## src/design/smd_div_pipe.sv

```systemverilog
// ----------------------------------------------------------------------------
// smd_div_pipe
// Pipelined restoring divider, one quotient bit per stage. The quotient
// must fit in QW bits (dividend >> QW below the divisor).
// ----------------------------------------------------------------------------
module smd_div_pipe #(
  parameter int DW = 16,
  parameter int VW = 8,
  parameter int QW = 8
) (
  input  logic          clk,
  input  logic [DW-1:0] dividend,
  input  logic [VW-1:0] divisor,
  output logic [QW-1:0] quotient
);

  logic [VW-1:0] rem [1:QW];
  logic [QW-1:0] lo  [1:QW];
  logic [QW-1:0] quo [1:QW];
  logic [VW-1:0] dv  [1:QW];

  for (genvar s = 0; s < QW; s++) begin : g_stage
    logic [VW-1:0] rem_in;
    logic [QW-1:0] lo_in;
    logic [QW-1:0] quo_in;
    logic [VW-1:0] dv_in;
    logic [VW:0]   rx;
    logic [VW:0]   diff;
    logic          take;

    if (s == 0) begin : g_first
      assign rem_in = VW'(dividend[DW-1:QW]);
      assign lo_in  = dividend[QW-1:0];
      assign quo_in = '0;
      assign dv_in  = divisor;
    end else begin : g_next
      assign rem_in = rem[s];
      assign lo_in  = lo[s];
      assign quo_in = quo[s];
      assign dv_in  = dv[s];
    end

    // trial subtract of the divisor
    always_comb begin
      rx   = {rem_in, lo_in[QW-1]};
      diff = rx - {1'b0, dv_in};
      take = (rx >= {1'b0, dv_in});
    end

    always_ff @(posedge clk) begin
      rem[s+1] <= take ? diff[VW-1:0] : rx[VW-1:0];
      lo[s+1]  <= {lo_in[QW-2:0], 1'b0};
      quo[s+1] <= {quo_in[QW-2:0], take};
      dv[s+1]  <= dv_in;
    end
  end

  assign quotient = quo[QW];

endmodule

```

## config.mk

```make
export PLATFORM = sky130hd
export DESIGN_NAME = smd_div_pipe
export DESIGN_NICKNAME = d
export VERILOG_FILES = /design/src/design/smd_div_pipe.sv
export SDC_FILE = /design/constraint.sdc
export NUM_CORES = 1
export LEC_CHECK = 0
export ABC_AREA = 1
export CORE_MARGIN = 1.5
export CORE_UTILIZATION = 50
export DETAILED_ROUTE_END_ITERATION = 7
export DONT_BUFFER_PORTS = 1
export PLACE_DENSITY = 0.68
export SLEW_MARGIN = 20
export SYNTH_ARGS = -nofsm -noshare
export SYNTH_HDL_FRONTEND = slang
export SYNTH_SLANG_ARGS = --single-unit
```

## constraint.sdc

```tcl
create_clock -name clk -period 1.4 [get_ports clk]
set_input_delay 0.28 -clock clk [delete_from_list [all_inputs] [get_ports clk]]
set_output_delay 0.28 -clock clk [all_outputs]
set_load 0.005 [all_outputs]
```

; ---- Word level (Yosys, flattened, before mapping)
; Memories as Yosys holds them, arrays and structs flattened.
; Index checks and enable logic that the tools add are counted.
[classes]
order_cmp = 8
add_sub_neg = 8
n_mux = 8
[ops]
columns = operator, n
row1 = $ge 9x8->1, 8
row2 = $mux 8, 8
row3 = $sub 8x8->8, 8
[word_totals]
output_inout_bits = 8
word_cells = 28
register_bits = 0
memories = 4
mem_bits_rw = 248
[memory_table]
columns = name, words, word_bits, rd, rd_ports_with_merged_regs, wr, line
row1 = dv, 8, 8, 7, 0, 8, 20  ; logic [VW-1:0] dv [1:QW];
row2 = quo, 8, 8, 8, 0, 8, 19  ; logic [QW-1:0] quo [1:QW];
row3 = rem, 8, 8, 7, 0, 8, 17  ; logic [VW-1:0] rem [1:QW];
row4 = lo, 8, 7, 7, 0, 8, 18  ; logic [QW-1:0] lo [1:QW];

; ---- Longest topological paths before layout
; An unclocked memory read counts as a cell.
[logic_depth]
ltp_word = 3
depth_mapped = 12
ltp_nobuf = 12

; ---- Worst setup path after synthesis
; OpenSTA, ideal clock, no wires.
[synth_path]
path_type = register -> register
from = reg, netlist name dv[0][18]
to = reg, netlist name rem[0][31]
arrival_time_ns = 1.373
path_buffers = 0
path_stages_with_launch = 11
setup_slack_ns = -0.084
t_required_ns = 1.289
path_cell_list = dfxtp_1 > inv_1 > ha_1 > nand2_1 > nand2_1 > a21oi_2 > nand2_2 > nand2_4 > nand2_8 > nand2_2 > nand2_2

==> metrics <==
syn_nets=approximately 1100; worst min path class=primary input to flip-flop; WHS Endpoint=rem[0][8]$_DFF_P_; Period minus WS final=approximately 1.6 ns; hold slack=roughly 0.0093 ns; CTS buffer count=17; layout cells sized above 1=50.1%; die area=16500 sq um; Mapped Avg Cell Area=between 8 and 9 sq um; Cell variety after synth=26; FFs w/ async S/R, synth=0%; via count=7264; fmax=approximately 0.64 GHz; Main synth FF type=dfxtp_1; CTS tree=yes; largest net degree at the start of global routing=17; gr ovfl total=0; Power Density=between 2000 and 2500 nW/um^2; WL final=around 23000 um; most frequent cell after synthesis=nand2_1; Worst R2R Setup Slack=-0.16 ns; # IOs=33; failing checks=negative setup slack; CTS Buffer Depth=2; post-synthesis sequential area ratio=approximately 45%; CP startpoint kind=flip-flop; DRT iter0 DRCs=~440; leakage power=around 6 nW; most frequent cells after synthesis=301 x nand2_1, 176 x dfxtp_1, 175 x inv_1, 100 x nand3_1, 64 x ha_1; Clk Latency, worst-skew pair=0.44 ns; crit path DAT=approximately 1.9 ns; fin crit share=111%; category of the most critical setup path=flip-flop to flip-flop; vias in the first global route=between 7000 and 8000; first-pass GRT wire length=~33000 um; CTS root buf=clkbuf_16; Critical Path RT=about 1.7 ns; HP Start=dividend[7]; Max VDD drop=between 1000 and 1500 uV; Setup WS pre-CTS=-0.250 ns; Setup TNS Final=-6.22 ns; share of the synthesized area in the top cell type=between 40 and 50%; synth-to-layout area growth=54.5%; GRT Total Usage=between 20% and 30%; Final Wtd Congestion=0.887; cell row count=45; Max Clock Skew=0.00824 ns; status=complete, but fails checks; Post-Syn Area=a little under 8000 sq um; EDFF count, synth=0; Setup crit end kind=flip-flop; initial antenna violation count=0; Critical R2R Capture=rem[0][56]$_DFF_P_; Cells after Synth=982; top cells by area, synth=dfxtp_1 45%, nand2_1 14%, ha_1 10%, inv_1 8.3%, nand3_1 6.4%; worst r2r path cells=9; Nets=1312; I/O Buffers=0; CTS Sinks=about 180; Reg clk slew, reported paths=about 0.070 ns; RSZ-0062 raised after global routing=true; final antenna-violating net count=0; cell taking the most area after synthesis=dfxtp_1; Max Slew Vio Count=0; die height=129 um; routed len/inst=~16 um; Yosys warnings=0; post-route cell area=~12000 sq um; Die W=129 um; Tightest Pin Transition=between 0.3 and 0.4 ns; max-cap viol count=0; Via density=about 5.0; max_slew headroom=around three quarters; Worst Slack Setup Final=-0.160 ns; Hold Fails Final Rpt=0; RR Startpoint=dv[0][49]$_DFF_P_; CORE AREA=15300 sq um; WHS Path Cells=2; Synth Register Bits=between 150 and 200; DRC viols=0; Initial Utilization=between 50 and 60%; DP Area=between 9000 and 10000 sq um; Setup violations, final=53; CP max FO=6; htree depth=4; ant diodes=0; post-detail-place hpwl=around 13000 um; Initial DRT Pass Iterations=6
-- logic make-up after synthesis --
family,synth area share (%)
simple gates,29.8
buf+inv,8.64
xor+xnor,2.34
compound gates,2.56
fa+ha+maj,11.9
flops,44.7
-- stage by stage --
stage | cells | util, % | power, mW
3_5_place_dp | 1322 | 62.5 | 17.6
3_3_place_gp | 1322 | 62.5 | 17.3
4_1_cts | 1421 | 74.8 | 24.8
2_1_floorplan | 982 | - | 13.9
6_report | 1440 | 79.5 | 27.5
5_1_grt | 1440 | 79.5 | 29.1
-- sequential cells by signal, indices dropped and copies added, names as in the netlist --
signal	cells
dv	56
lo	28
quo	36
rem	56
-- worst max-delay path, stage by stage, from the launching register on --
cell	delay, ns
dfxtp_2	0.34
inv_2	0.05
ha_4	0.23
nand2_1	0.10
nand3b_1	0.17
nor2_4	0.07
nor2_4	0.26
nand2_8	0.10
nand2_2	0.07
nand2_1	0.05
-- area by class of cell --
type / count / area (sq um)
repair buffers: 204 / 1720
clock inverters: 13 / 171
flip-flops and latches: 176 / 3620
inverters: 181 / 693
multi-input cells: 636 / 5260
clock buffers: 19 / 433
fillers: 888 / 3150
well taps: 211 / 264
-- worst max path at each step --
stage	depth (start not counted)	endpoint	slack [ns]	from
floorplan	8	rem[0][47]$_DFF_P_	0.0008	dv[0][38]$_DFF_P_
global placement	10	rem[0][47]$_DFF_P_	-0.20	dv[0][36]$_DFF_P_
detailed placement	9	rem[0][42]$_DFF_P_	-0.25	dv[0][36]$_DFF_P_
CTS	10	rem[0][36]$_DFF_P_	-0.11	dv[0][26]$_DFF_P_
global route	11	rem[0][33]$_DFF_P_	-0.24	dv[0][28]$_DFF_P_
finish	9	rem[0][56]$_DFF_P_	-0.16	dv[0][49]$_DFF_P_
-- routing by layer --
| layer | global-route usage, % | vias up | routed length (um) |
|---|---|---|---|
| li1 | - | 3540 | - |
| met1 | 26.8 | 3422 | 8450 |
| met2 | 48.5 | 225 | 12600 |
| met3 | 4.62 | 77 | 832 |
| met4 | 11.2 | 0 | 988 |
| met5 | 0 | - | 0 |
-- cells in the final DEF (no fill, tap or decap), types with 14 or more instances in the layout --
cell type	n
dfxtp_1	104
nand2_2	93
nor2_4	16
buf_4	155
nand4_1	14
nand3_2	34
dfxtp_2	69
buf_6	24
nand2_1	206
clkbuf_16	17
inv_2	43
nand2_4	32
nor2_1	20
inv_1	132
ha_4	50
nand3_1	63
dlygate4sd3_1	21
-- where the power goes --
group / switching [mW] / internal, mW / leakage [nW]
logic: 7.91 / 7.09 / 4.16
registers: 1.11 / 6.48 / 1.49
clock network: 2.08 / 2.84 / 0.290
total: 11.1 / 16.4 / 5.94
-- repair_timing --
action                                  4_1_cts  5_1_grt
endpoints found under the setup margin       54       53
hold buffers                                 21        0
buffers inserted                             35       20
pin swaps                                    93      104
resized for setup                           222      154
hold endpoints to repair                     21        0
cloned                                       11        0
No activity file was read; power rests on OpenSTA's default activity.
