**src/design/smd_isqrt_pipe.sv**
```systemverilog
// ----------------------------------------------------------------------------
// smd_isqrt_pipe
// Pipelined digit-by-digit integer square root, one root bit per stage.
// root = floor(sqrt(radicand)).
// ----------------------------------------------------------------------------
module smd_isqrt_pipe #(
  parameter int W = 32
) (
  input  logic             clk,
  input  logic [W-1:0]     radicand,
  output logic [W/2-1:0]   root
);

  localparam int OW = W / 2;
  localparam int RW = OW + 2;

  logic [RW-1:0] rem [1:OW];
  logic [OW-1:0] rt  [1:OW];
  logic [W-1:0]  xs  [1:OW];

  for (genvar s = 0; s < OW; s++) begin : g_stage
    logic [RW-1:0] rem_in;
    logic [OW-1:0] rt_in;
    logic [W-1:0]  x_in;
    logic [RW-1:0] rx;
    logic [RW-1:0] trial;
    logic          take;

    if (s == 0) begin : g_first
      assign rem_in = '0;
      assign rt_in  = '0;
      assign x_in   = radicand;
    end else begin : g_next
      assign rem_in = rem[s];
      assign rt_in  = rt[s];
      assign x_in   = xs[s];
    end

    // bring down two bits, try root*4+1
    always_comb begin
      rx    = {rem_in[RW-3:0], x_in[W-1:W-2]};
      trial = {rt_in, 2'b01};
      take  = (rx >= trial);
    end

    always_ff @(posedge clk) begin
      rem[s+1] <= take ? (rx - trial) : rx;
      rt[s+1]  <= {rt_in[OW-2:0], take};
      xs[s+1]  <= {x_in[W-3:0], 2'b00};
    end
  end

  assign root = rt[OW];

endmodule

```
**config.mk**
```make
export PLATFORM = sky130hd
export DESIGN_NAME = smd_isqrt_pipe
export DESIGN_NICKNAME = d
export VERILOG_FILES = /design/src/design/smd_isqrt_pipe.sv
export SDC_FILE = /design/constraint.sdc
export NUM_CORES = 1
export LEC_CHECK = 0
export CAP_MARGIN = 25
export CORE_MARGIN = 1
export CORE_UTILIZATION = 50
export CTS_CLUSTER_DIAMETER = 60
export DETAILED_ROUTE_END_ITERATION = 6
export DONT_BUFFER_PORTS = 1
export PLACE_DENSITY_LB_ADDON = 0.3
export SLEW_MARGIN = 20
export SYNTH_ARGS = -nofsm -noshare
export SYNTH_HDL_FRONTEND = slang
export SYNTH_SLANG_ARGS = --single-unit
```
**constraint.sdc**
```tcl
create_clock -name clk -period 3 [get_ports clk]
set_input_delay 0.45 -clock clk [delete_from_list [all_inputs] [get_ports clk]]
set_output_delay 0.45 -clock clk [all_outputs]
set_load 0.02 [all_outputs]
```
# Yosys cells after proc, flatten, opt, wreduce, memory -nomap -nowiden
# Memory sizes are Yosys's and may differ from the RTL's.
# Index checks and enable logic that the tools add are counted.
[classes] n_addsub=16 multipliers=0 div=0 magnitude_cmp=16 eq_ne=0 shifts=0 mux=16 bitwise=0 n_reduce_logical=0
[op_table] operator="$mux 18" n=16
[op_table] operator="$ge 18x18->1" n=15
[op_table] operator="$sub 18x18->18" n=15
[op_table] operator="$sub 2x1->3 const B" n=1
[op_table] operator="$ge 2x1->1 const B" n=1
[word_totals] register_bits=0 latchBits=0 mem_bits_rw=1024 rom_bits=0 input_bits=33 output_inout_bits=16 wordCells=51 mem_count=3
[mem_list] memory="xs" depth=16 width=30 rd=15 rd_clocked_by_memory_dff=0 write_ports=16 line_no="19" text="logic [W-1:0] xs [1:OW];"
[mem_list] memory="rem" depth=16 width=18 rd=15 rd_clocked_by_memory_dff=0 write_ports=16 line_no="17" text="logic [RW-1:0] rem [1:OW];"
[mem_list] memory="rt" depth=16 width=16 rd=16 rd_clocked_by_memory_dff=0 write_ports=16 line_no="18" text="logic [OW-1:0] rt [1:OW];"

# Longest topological paths before layout
# Gate-level depths: netlist of run 1.
# An unclocked memory read counts as a cell.
[logic_depth] word_depth=3 mapped_depth=11 ltp_nobuf=9

# Worst setup path after synthesis of run 1
# Ideal clock, no wire load.
[synth_timing] path_kind="flip-flop to flip-flop" startpoint="reg, netlist name rt[0][192]" endpoint="reg, netlist name rem[0][237]" setup_time_ns=0.121 arrival_time_ns=2.136 required_time_ns=2.879 slack_ns=0.743 stages_incl_launch_ff=11 path_buffers=1 synth_period_minus_slack_ns=2.257 cell_sequence="dfxtp_1 inv_1 ha_1 nor2b_1 o31a_1 or3_1 a21oi_1 o21ai_1 buf_2 nand3_1 o21ai_0"

==> results.cfg, run 1 <==
[run_status]
status = finished, final reports clean

[synthesis]
synth_area_per_cell_um2 = 10.5
synth_top_flop_cell = dfxtp_1
synth_cell_types = 81
netlist_top_cells_area = dfxtp_1 56%, ha_1 8.9%, xnor2_1 3.7%
synth_most_common_cell = dfxtp_1
ys_seq_elements = 600
synthTopCellsByCount = 600 x dfxtp_1, 181 x inv_1, 152 x ha_1
yosys_warnings = 0
syn_area_mm2 = 0.0214
yosysSeqAreaShare_pct = 56.1
synth_area_leader_cell = dfxtp_1
synth_cells = 2036
syn_nets = 2221
async_flop_share_pct = 0
synth_top_cell_area_share_pct = 56.1
synth_edf_count = 0

[clock_tree]
cts.hold.buffers_added = 33
cts_tree = built
clkLatencyLatePin_ns = 0.62
clkSinkCount = 600
cts_resized = 0
htree_num_levels = 2
cts_max_path_buffers = 3
post_cts_buffers = 0
root_buffer = clkbuf_16
numCtsBuffers = 59
clkSlewWorstSetupHoldPaths_ns = 0.06

[sta]
slew_viol_final = 0
slew_headroom_pct = 46.6
fin_tns_setup_ns = 0
finalSetupViolCount = 0
skew_ns = 0.0174
min_period_ns = 2.76
rsz0062_at_grt = no
worst_pin_slew_ns = 0.796
fin_crit_sh_pct = 91.9
whs_ns = 0.319
fin_ws_ns = 0.244
clock.fmax_ghz = 0.363
hold_viol = 0

[grt]
grt_pass1_vias = 13800
antenna_found_initial = 0
grt_first_pass_wirelength_um = 62900
grt_remaining_overflow = 0
grt_usage_pct = 17.4
grt_max_degree = 28

[placed_design]
place_ws_ns = 0.0636
globalplace.congestion = 0.907
dpl.hpwl_um = 27300
placed_area_mm2 = 0.0221
io_buffers = 0

[final_layout]
finalNetCount = 2305
drive_gt1_share_pct = 8.29
num-fill-cells = 3473
areaGrowthSynthToFinish_pct = 14.2
diodes = 0
stdcell_area_mm2 = 0.0245

[worst_setup_path]
crit_path_start_kind = register
crit_fanout = 25
end_kind = register
worstPathRequired_ns = 3.50
arrival_ns = 3.25
crit_type = reg -> reg
rr_worst_depth = 9

[floorplan]
core-area_mm2 = 0.0421
io_pins = 49
die-area_mm2 = 0.0437
die_h_um = 209
fp-row-count = 75
die_w_um = 209
start_util_pct = 50.9

[drt]
via_per_inst = 5.08
totalWireLength_um = 37400
drc = 0
route.vias.total = 13800
ant_nets = 0
drt_first_pass_iters = 5
drt_iter0_drc = 649
avgRoutedWirePerCell_um = 13.8

[power]
ir_worst_vdd_mv = 0.611
p_leak_nw = 11.5
power_mw = 22.7
power_density_mw_per_mm2 = 928

[min_path]
hold_path.class = reg -> reg
hold_path_depth = 0

[run]
cap_violations = 0
==> worst max-delay path, stage by stage, from the launching register on <==
cell	delay, ns
dfxtp_1	0.36
inv_1	0.06
ha_1	0.33
nor2b_1	0.16
o31ai_1	0.34
a21oi_1	0.17
o21ai_0	0.58
o31ai_2	0.14
buf_12	0.19
mux2_2	0.29
==> state kept, by name, indices dropped and copies added, names as in the netlist <==
signal,flops
rt,136
xs,240
rem,224
==> path summary, 6_finish.rpt <==
| path | from | to | slack [ns] |
|---|---|---|---|
| min reg2reg | xs[0][87]$_DFF_P_ | xs[0][119]$_DFF_P_ | 0.32 |
| max | rt[0][208]$_DFF_P_ | rem[0][259]$_DFF_P_ | 0.24 |
| max reg2reg | rt[0][208]$_DFF_P_ | rem[0][259]$_DFF_P_ | 0.24 |
| min | xs[0][87]$_DFF_P_ | xs[0][119]$_DFF_P_ | 0.32 |
==> cell families (layout without fill, tap and decap cells) <==
group                    after synthesis  in the layout  share of synthesized area [%]
buffers and inverters                207            341                           3.73
other                                  1              1                         0.0175
multiplexers                          34             34                           1.76
AO/OA/AOI/OAI                        374            374                           10.8
AND/OR/NAND/NOR                      500            500                           11.9
adder cells (fa/ha/maj)              152            152                           8.88
flip-flops                           600            600                           56.1
XOR/XNOR                             168            168                           6.87
==> placed cells by master, fill, tap and decap left out, types with 7 or more instances in the layout <==
master         count
dfxtp_1          600
inv_1            181
ha_1             152
nor2_1           143
a21oi_1          143
nand2_1          108
o21ai_0           92
xnor2_1           90
xor2_1            78
clkbuf_16         59
nor3_1            39
nand3_1           37
dlygate4sd3_1     33
mux2_2            29
nand2b_1          23
o21a_1            22
nor2b_1           22
a21o_1            22
or3_1             22
nor4_1            21
nand4_1           16
clkinv_2          16
o31ai_1           15
and2_1            14
buf_4             14
a211oi_1          13
clkbuf_1          10
or2_2              9
or4_1              7
o21bai_1           7
bufinv_16          7
==> layer usage <==
metal | vias to the layer above | share of wire, % | GRT usage [%]
met1 | 6352 | 43 | 20.1
met3 | 88 | 4.0 | 3.05
met5 | - | 0 | 0
met2 | 248 | 49 | 31.4
met4 | 0 | 3.7 | 8.09
li1 | 7081 | - | -
==> per-stage QoR <==
stage          instances  utilization [%]
3_5_place_dp        2565             52.5
5_1_grt             2709             58.1
2_1_floorplan       2036                -
3_3_place_gp        2565             52.5
6_report            2709             58.1
4_1_cts             2709             58.0
==> power by group <==
group | internal (mW) | leakage [nW] | total [mW] | switching [mW]
clock | 4.39 | 0.987 | 7.45 | 3.07
combinational | 2.26 | 5.47 | 4.77 | 2.51
sequential | 9.48 | 5.03 | 10.5 | 0.990
==> final cells by class <==
class                           count  area, um^2  area share, %
Sequential cell                   600       12000           49.1
Multi-Input combinational cell   1229        8630           35.3
Tap cell                          539         674           2.76
Timing Repair Buffer               48         455           1.86
Clock buffer                       74        1580           6.47
Clock inverter                     37         429           1.75
Inverter                          182         683           2.79
Note: power is estimated with default switching activity, not from simulation.
==> run 2, diff against run 1 <==
- ABC_CLOCK_PERIOD_IN_PS: not set -> 3000
- PLACE_DENSITY: not set -> 0.75
- PLACE_DENSITY_LB_ADDON: 0.3 -> not set
==> results.cfg, run 2 (synthesis results as in run 1) <==
[run_status]
status = complete, but fails checks
violations = DRC

[worst_setup_path]
path_cells = inv_1 > ha_1 > nand4_1 > nor4_1 > nor3_1 > o21ai_2 > buf_4 > nand3_1 > o21ai_0
end_kind = register
crit_path_start_kind = register
arrival_ns = 3.23
crit_fanout = 15
slowest_delay_ns = 0.64
crit_slowest_cell = nor4_1
worstPathRequired_ns = 3.56
crit_type = reg -> reg

[floorplan]
die-area_mm2 = 0.0437
start_util_pct = 50.9
io_pins = 49
fp-row-count = 75
die_w_um = 209
die_h_um = 209
core-area_mm2 = 0.0421

[placed_design]
dpl.hpwl_um = 27500
dp_cells = 2565
io_buffers = 0
globalplace.congestion = 0.891
placed_area_mm2 = 0.0221

[final_layout]
largest_reg_flops = 240
regMostFlops = xs
num-fill-cells = 3454
final_common_cell = dfxtp_1
areaGrowthSynthToFinish_pct = 14.3
stdcell_area_mm2 = 0.0245
mostFrequentLayoutCells = 600 x dfxtp_1, 181 x inv_1, 152 x ha_1
finalNonFillerCells = 2704
drive_gt1_share_pct = 7.94
diodes = 0
reg_top3 = xs (240), rem (224), rt (136)
finalNetCount = 2304

[power]
power_density_mw_per_mm2 = 936
comb_power_share_pct = 21.0
seq_power_share_pct = 45.6
power_switching_mw = 6.55
swShare_pct = 28.5
p_clk_share_pct = 33.4
p_int_mw = 16.4
power_mw = 22.9
ir_worst_vdd_mv = 0.571
p_leak_nw = 11.5

[clock_tree]
post_cts_buffers = 0
htree_num_levels = 2
clkSinkCount = 600
cts_max_path_buffers = 3
cts_resized = 0
numCtsBuffers = 58
clkSlewWorstSetupHoldPaths_ns = 0.06
clkLatencyLatePin_ns = 0.63
root_buffer = clkbuf_16
cts_tree = built

[grt]
grt_usage_pct = 17.7
grt_remaining_overflow = 0
grt_pass1_vias = 13800
grt.met3_usage_pct = 2.90
antenna_found_initial = 1
use_met2_pct = 31.6
grt_first_pass_wirelength_um = 63700
grtUsageMet1_pct = 20.8
grt.busiest_layer = met2
grt_max_degree = 26

[drt]
avgRoutedWirePerCell_um = 14.0
route.vias.total = 13800
drt_first_pass_iters = 7
ant_nets = 0
drc = 1
via_per_inst = 5.12
drt_iter0_drc = 603
totalWireLength_um = 37900

[sta]
min_period_ns = 2.67
whs_ns = 0.316
worst_pin_slew_ns = 0.949
hold_viol = 0
fin_tns_setup_ns = 0
skew_ns = 0.0399
clock.fmax_ghz = 0.375
finalSetupViolCount = 0
rsz0062_at_grt = no
slew_viol_final = 0
fin_crit_sh_pct = 89.0
slew_headroom_pct = 35.1

[run]
cap_violations = 0

[min_path]
hold_path.class = reg -> reg
run 2: cell types whose count changed in the layout (fill, tap and decap cells not counted), moves of 2 or more:
cell and change:
clkbuf_8 +4, bufinv_16 +3, inv_6 -2, clkinv_4 -2
clkbuf_1 +3, clkinvlp_4 -2, clkinv_2 -8, inv_16 -2
run 2: final cells by class:
cell class / count / area, um^2 / share of cell area [%]
multi-input combinational: 1229 / 8620 / 35.2
sequential: 600 / 12000 / 49.0
clock buffer: 80 / 1620 / 6.63
clock inverter: 26 / 435 / 1.78
tap: 539 / 674 / 2.75
timing repair buffer: 48 / 450 / 1.84
inverter: 182 / 683 / 2.79
run 2: through the flow:
step           setup slack [ns]  utilization [%]
2_1_floorplan             0.743                -
3_3_place_gp              0.246             52.4
3_5_place_dp              0.162             52.5
4_1_cts                   0.120             58.1
5_1_grt                   0.144             58.1
6_report                  0.330             58.1
run 2: routing by layer:
layer / part of all wire, % / vias up / wire length (um)
met5: 0 / - / 0
met4: 3.5 / 0 / 1330
met2: 49 / 238 / 18700
li1: - / 7084 / -
met1: 44 / 6437 / 16600
met3: 3.5 / 90 / 1320
run 2: path summary, 6_finish.rpt:
kind                 startpoint                   to  slack (ns)  depth (start not counted)
max reg2reg  rt[0][202]$_DFF_P_  rem[0][237]$_DFF_P_        0.33                          9
max          rt[0][202]$_DFF_P_  rem[0][237]$_DFF_P_        0.33                          9
min          rt[0][165]$_DFF_P_   rt[0][182]$_DFF_P_        0.32                          0
min reg2reg  rt[0][165]$_DFF_P_   rt[0][182]$_DFF_P_        0.32                          0
run 2: power by group through the flow:
stage | logic, mW | clock network, mW | registers (mW)
floorplan | 3.86 | 0 | 10.3
global placement | 4.55 | 0 | 10.6
detailed placement | 4.72 | 0 | 10.6
CTS | 4.81 | 7.83 | 10.5
global route | 5.42 | 8.17 | 10.6
finish | 4.82 | 7.65 | 10.5
run 2: timing repair:
action | CTS | global route
endpoints found under the hold margin | 33 | 0
hold buffers | 33 | 0
setup endpoints to repair | 0 | 0
run 2: critical path, delay by kind of cell (launching register included):
family / cells / cell delay (ns)
compound gates: 2 / 0.40
fa+ha+maj: 1 / 0.38
buf+inv: 2 / 0.35
flops: 1 / 0.33
simple gates: 4 / 1.13
